<file path="config.mk">
export PLATFORM = sky130hd
export DESIGN_NAME = mmrs_ctrl
export DESIGN_NICKNAME = d
export VERILOG_FILES = /design/src/sv/mmrs_pkg.sv /design/src/sv/mmrs_ctrl.sv
export SDC_FILE = /design/constraint.sdc
export NUM_CORES = 1
export LEC_CHECK = 0
export ABC_AREA = 1
export BUFFER_PORTS_ARGS = -buffer_cell sky130_fd_sc_hd__buf_2
export CORE_UTILIZATION = 47
export CTS_CLUSTER_DIAMETER = 100
export DETAILED_ROUTE_END_ITERATION = 12
export PLACE_DENSITY_LB_ADDON = 0.2
export SYNTH_ARGS = -nofsm -noshare
export SYNTH_HDL_FRONTEND = slang
export SYNTH_SLANG_ARGS = --single-unit
</file>
<file path="constraint.sdc">
create_clock -name clk -period 1.55 [get_ports clk]
set_input_delay 0.155 -clock clk [delete_from_list [all_inputs] [get_ports clk]]
set_output_delay 0.155 -clock clk [all_outputs]
set_load 0.05 [all_outputs]
</file>
<file path="src/sv/mmrs_pkg.sv">
// Package for the matrix multiply block with largest row sum.
// Holds command codes, fixed field widths and the control structs.
// No dependencies.
package mmrs_pkg;

	localparam int CMD_W    = 2;
	localparam int IDX_W    = 3;
	localparam int VAL_W    = 16;
	localparam int C_BITS   = 35;
	localparam int SUM_BITS = 37;

	localparam logic [CMD_W-1:0] CMD_WR_A    = 2'd0;
	localparam logic [CMD_W-1:0] CMD_WR_B    = 2'd1;
	localparam logic [CMD_W-1:0] CMD_COMPUTE = 2'd2;
	localparam logic [CMD_W-1:0] CMD_RD_C    = 2'd3;

	localparam logic KIND_READ    = 1'b0;
	localparam logic KIND_COMPUTE = 1'b1;

	typedef struct packed {
		logic wr_a;
		logic wr_b;
		logic rd_c;
		logic clr;
		logic mac;
		logic first;
		logic last;
		logic row_start;
		logic row_end;
		logic out_rd;
		logic out_cmp;
	} dp_cmd_t;

	typedef struct packed {
		logic busy;
		logic out_free;
	} dp_stat_t;

endpackage

</file>
<file path="src/sv/mmrs_ctrl.sv">
// Controller: accepts input words, sequences the row, column and inner
// loops of the product and schedules output words. Depends on mmrs_pkg.
module mmrs_ctrl #(
	parameter int DIM = 8
) (
	input  logic                              clk,
	input  logic                              arst_n,
	input  logic                              in_valid,
	output logic                              in_stall,
	input  logic [mmrs_pkg::CMD_W-1:0]        command,
	input  mmrs_pkg::dp_stat_t                status,
	output mmrs_pkg::dp_cmd_t                 cmd,
	output logic [$clog2(DIM*DIM)-1:0]        a_idx,
	output logic [$clog2(DIM*DIM)-1:0]        b_idx,
	output logic [$clog2(DIM*DIM)-1:0]        c_idx
);

	localparam int AW = $clog2(DIM*DIM);
	localparam int RW = $clog2(DIM);
	localparam logic [RW-1:0] LAST = RW'(DIM - 1);

	localparam logic [2:0] S_IDLE  = 3'd0;
	localparam logic [2:0] S_MAC   = 3'd1;
	localparam logic [2:0] S_DRAIN = 3'd2;
	localparam logic [2:0] S_DONE  = 3'd3;
	localparam logic [2:0] S_RDW   = 3'd4;

	logic [2:0] state_q, state_next;
	logic [RW-1:0] r_q, c_q, k_q;
	logic accept;
	logic k_end, c_end, r_end;

	assign accept = in_valid && !in_stall;
	assign k_end  = (k_q == LAST);
	assign c_end  = (c_q == LAST);
	assign r_end  = (r_q == LAST);

	assign a_idx = AW'(32'(r_q) * DIM + 32'(k_q));
	assign b_idx = AW'(32'(k_q) * DIM + 32'(c_q));
	assign c_idx = AW'(32'(r_q) * DIM + 32'(c_q));

	always_comb begin
		in_stall      = (state_q != S_IDLE);
		state_next    = state_q;
		cmd           = '0;
		cmd.first     = (k_q == '0);
		cmd.last      = k_end;
		cmd.row_start = (c_q == '0);
		cmd.row_end   = c_end;
		case (state_q)
			S_IDLE: begin
				if (accept) begin
					case (command)
						mmrs_pkg::CMD_WR_A: cmd.wr_a = 1'b1;
						mmrs_pkg::CMD_WR_B: cmd.wr_b = 1'b1;
						mmrs_pkg::CMD_COMPUTE: begin
							cmd.clr    = 1'b1;
							state_next = S_MAC;
						end
						mmrs_pkg::CMD_RD_C: begin
							cmd.rd_c   = 1'b1;
							state_next = S_RDW;
						end
						default: ;
					endcase
				end
			end
			S_MAC: begin
				cmd.mac = 1'b1;
				if (k_end && c_end && r_end) begin
					state_next = S_DRAIN;
				end
			end
			S_DRAIN: begin
				if (!status.busy) begin
					state_next = S_DONE;
				end
			end
			S_DONE: begin
				if (status.out_free) begin
					cmd.out_cmp = 1'b1;
					state_next  = S_IDLE;
				end
			end
			S_RDW: begin
				if (status.out_free) begin
					cmd.out_rd = 1'b1;
					state_next = S_IDLE;
				end
			end
			default: state_next = S_IDLE;
		endcase
	end

	always_ff @(posedge clk or negedge arst_n) begin
		if (!arst_n) begin
			state_q <= S_IDLE;
			r_q     <= '0;
			c_q     <= '0;
			k_q     <= '0;
		end else begin
			state_q <= state_next;
			if (cmd.clr) begin
				r_q <= '0;
				c_q <= '0;
				k_q <= '0;
			end else if (cmd.mac) begin
				k_q <= k_end ? '0 : k_q + 1'b1;
				if (k_end) begin
					c_q <= c_end ? '0 : c_q + 1'b1;
					if (c_end) begin
						r_q <= r_end ? '0 : r_q + 1'b1;
					end
				end
			end
		end
	end

`ifndef SYNTHESIS
	ast_load_when_free: assert property (@(posedge clk) disable iff (!arst_n)
		(cmd.out_rd || cmd.out_cmp) |-> status.out_free)
		else $error("Output word loaded while the output register is occupied.");
	ast_mac_exclusive: assert property (@(posedge clk) disable iff (!arst_n)
		cmd.mac |-> !(cmd.wr_a || cmd.wr_b || cmd.rd_c || cmd.clr))
		else $error("Host memory access during a multiply-accumulate step.");
	ast_done_drained: assert property (@(posedge clk) disable iff (!arst_n)
		(state_q == S_DONE) |-> !status.busy)
		else $error("Compute finished with the pipeline still busy.");
	ast_idle_quiet: assert property (@(posedge clk) disable iff (!arst_n)
		!in_stall |-> !status.busy)
		else $error("Input open while the pipeline is busy.");
	ast_drain_entry: assert property (@(posedge clk) disable iff (!arst_n)
		(state_q == S_MAC) && (state_next == S_DRAIN) |=> (r_q == '0) && (c_q == '0))
		else $error("Loop counters did not wrap at the end of compute.");
`endif

endmodule
</file>
==> results.md <==
- WL final: 2.09 mm
- Worst hold-check path type: input pin to async pin
- Synthesized flop and latch total: 12
- Mapped Area: 932 sq um
- Port bufs: 36
- Crit-path leading delay family: simple AND/OR/NAND/NOR gates
- Die X: 46.5 um
- Total track usage: 0.210
- Post-route cell area: 0.00127 sq mm
- Filler instances: 142
- Synth cell types: 22
- Most area-hungry cell type in the Yosys netlist: dfrtp_1
- TritonCTS clock tree: built
- Compound-Gate Fraction of Synth Area: 0.0483
- Share of layout cells above drive strength 1: 0.516
- Most frequent cells in the layout: buf_2, nand2_1, inv_1, nor2_1, nand3_1
- Post-route clock period utilization: 0.990
- Die Ht: 46.5 um
- Slowest cell on crit path: dfrtp_1
- Maxcap violations: 0
- Number of antenna diodes: 0
- Critical Path Start Type: flip-flop
- Synth Area in Simple Gates: 0.334
- Clock root cell: clkbuf_4
- Synth Instances: ~120
- Final hold violation count: 0
- Std cell rows: 15
- Syn Nets: ~140
- Max Clock Freq: 652 MHz
- DR iter-0 viols: 16
- Synth Warn #: 0
- RePlAce Congestion: 0.851
- Max Root-Sink Buffers: 2
- Largest cells by area after synthesis: dfrtp_1, ha_1, buf_4
- H-tree Lvls: 1
- Synth top area share: 0.322
- Setup Skew: 0.00225 ns
- Layout area overhead: 36.5%
- Clock latency on the worst-skew pair: 0.28 ns
- Slew headroom: 0.773
- Multiplexer share of the synthesized area: 0
- Clock-pin slew on the worst setup and hold paths: 0.08 ns
- Sink Count: 12
- Grt ovf: 0
- Met2 routed wirelength: 1.14 mm
- Die footprint: 0.00217 sq mm
- Wl on met1: 828 um
- Setup WS post-layout: around 0.016 ns
- Top Ports: 37
- XOR/XNOR share of the synthesized area: 0
- Final Critical Period: 1.53 ns
- CP Max Fanout: 3
- Seq/Total Area, Yosys: 0.322
- Core area: 0.00178 sq mm
- Crit Path Class: flip-flop to output pin
- Synthesized area per cell: around 7.7 sq um
- Area of the multi-input gates: 527 sq um
- CP bufs+invs: 3
- DR pass1 iterations: 4
- Status: completed
- First-pass GRT wire length: between 3 and 4 mm
- Setup Slack @ Placement: 0.0832 ns
- Max layer used: met4
- Final setup fails: 0
- Largest family of logic cells by synthesized area: simple AND/OR/NAND/NOR gates
- Fin util: 0.714
- Inst Count DP: 172
- Crit-path cells: clkinv_2, nand2_4, nor2_4, inv_4, nor2_4, nand2_2, nor2_4, buf_6
- DRC viols: 0
- RSZ-0062 raised after global routing: true
- WP data arrival: 1.38 ns
- Crit-path most repeated cell: nor2_4
- Most common cell after layout, fill and taps aside: buf_2
- Via count: 897
- WL met3: around 98 um
- Hpwl dp: 1.46 mm
- Least-Margin Pin Slew: approximately 0.34 ns
- Final #Nets: 171
- Cell Count, Final, Fillers Out: 180
- Drt wl/cell: about 12 um
- Vias in the first global route: 776
- Register area: 310 sq um
- Post-Synth Adder-Cell Area: 0.107
- Crit-path max cell delay: 0.40 ns
- Initial antenna violation count: 0
- Fin. max-slew vios: 0
- Detail Route Antenna Nets: 0
- Dpl cell area: 0.00110 sq mm
- Worst endpoint required time: 1.39 ns
- Crit. End Element: output pin
- Cts bufs inserted: 3
- Vias/cell: 4.98
- Pin count of the biggest net entering global routing: 14
- Initial Util: 0.523
==> Yosys cell counts <==
master    count
o31ai_1       2
nand2_4       2
nand4_1       5
a21oi_1       1
clkinv_2      1
inv_2         2
buf_4        11
nand3_4       2
ha_1          8
nor2_1       16
nand2_2       1
inv_1        16
nand2_1      22
nor4_1        1
nand3_2       1
o21ai_1       3
dfrtp_1      12
o21ai_0       2
buf_6         1
nor2_2        2
nand3_1       9
inv_6         1
==> worst paths after layout <==
check	from	to	cells past startpoint	slack (ns)
worst min register to register	r_q[1]	r_q[1]	2	0.55
worst min-delay path	arst_n	k_q[0]	2	0.28
worst max-delay path	state_q[2]	cmd[9]	8	0.02
max in group asynchronous	arst_n	state_q[1]	2	1.03
min in group clk	command[0]	state_q[2]	5	0.32
worst max register to register	c_q[0]	state_q[2]	7	0.13
==> what timing repair did <==
| action | 4_1_cts | 5_1_grt |
|---|---|---|
| endpoints found under the setup margin | 7 | 10 |
| cloned | 0 | 0 |
| hold buffers | 1 | 0 |
| buffers inserted | 2 | 1 |
| resized for setup | 19 | 16 |
| endpoints found under the hold margin | 12 | 0 |
==> cell type report <==
cell class              instances  share of cell area
multi-input cells              77               0.414
flip-flops and latches         12               0.244
repair buffers                 42               0.220
inverters                      20              0.0688
clock buffers                   4              0.0285
well taps                      25              0.0246
==> cell families (layout without fill, tap and decap cells) <==
kind of cell	Yosys count	after routing
fa+ha+maj	8	8
compound gates	8	8
simple gates	61	61
buf+inv	32	66
flops	12	12
==> layer usage <==
metal  global-route usage  vias to the layer above
met1                0.254                      418
met2                0.361                       34
met3               0.0353                        4
li1                     -                      441
met5                    0                        -
met4               0.0882                        0
==> sequential cells by signal, summed over array words and instances (netlist names) <==
| signal | flops |
|---|---|
| c_q | 3 |
| k_q | 3 |
| r_q | 3 |
| state_q | 3 |
==> metrics by stage <==
stage / TNS [ns] / hold slack [ns]
floorplan: -0.408 / -0.141
global placement: 0 / 0.0519
finish: 0 / 0.276
CTS: 0 / 0.285
global route: -0.171 / 0.313
detailed placement: 0 / 0.0590
Power is not shown: default switching activity piles up to over one toggle a cycle in this logic, so the estimate is an artifact.
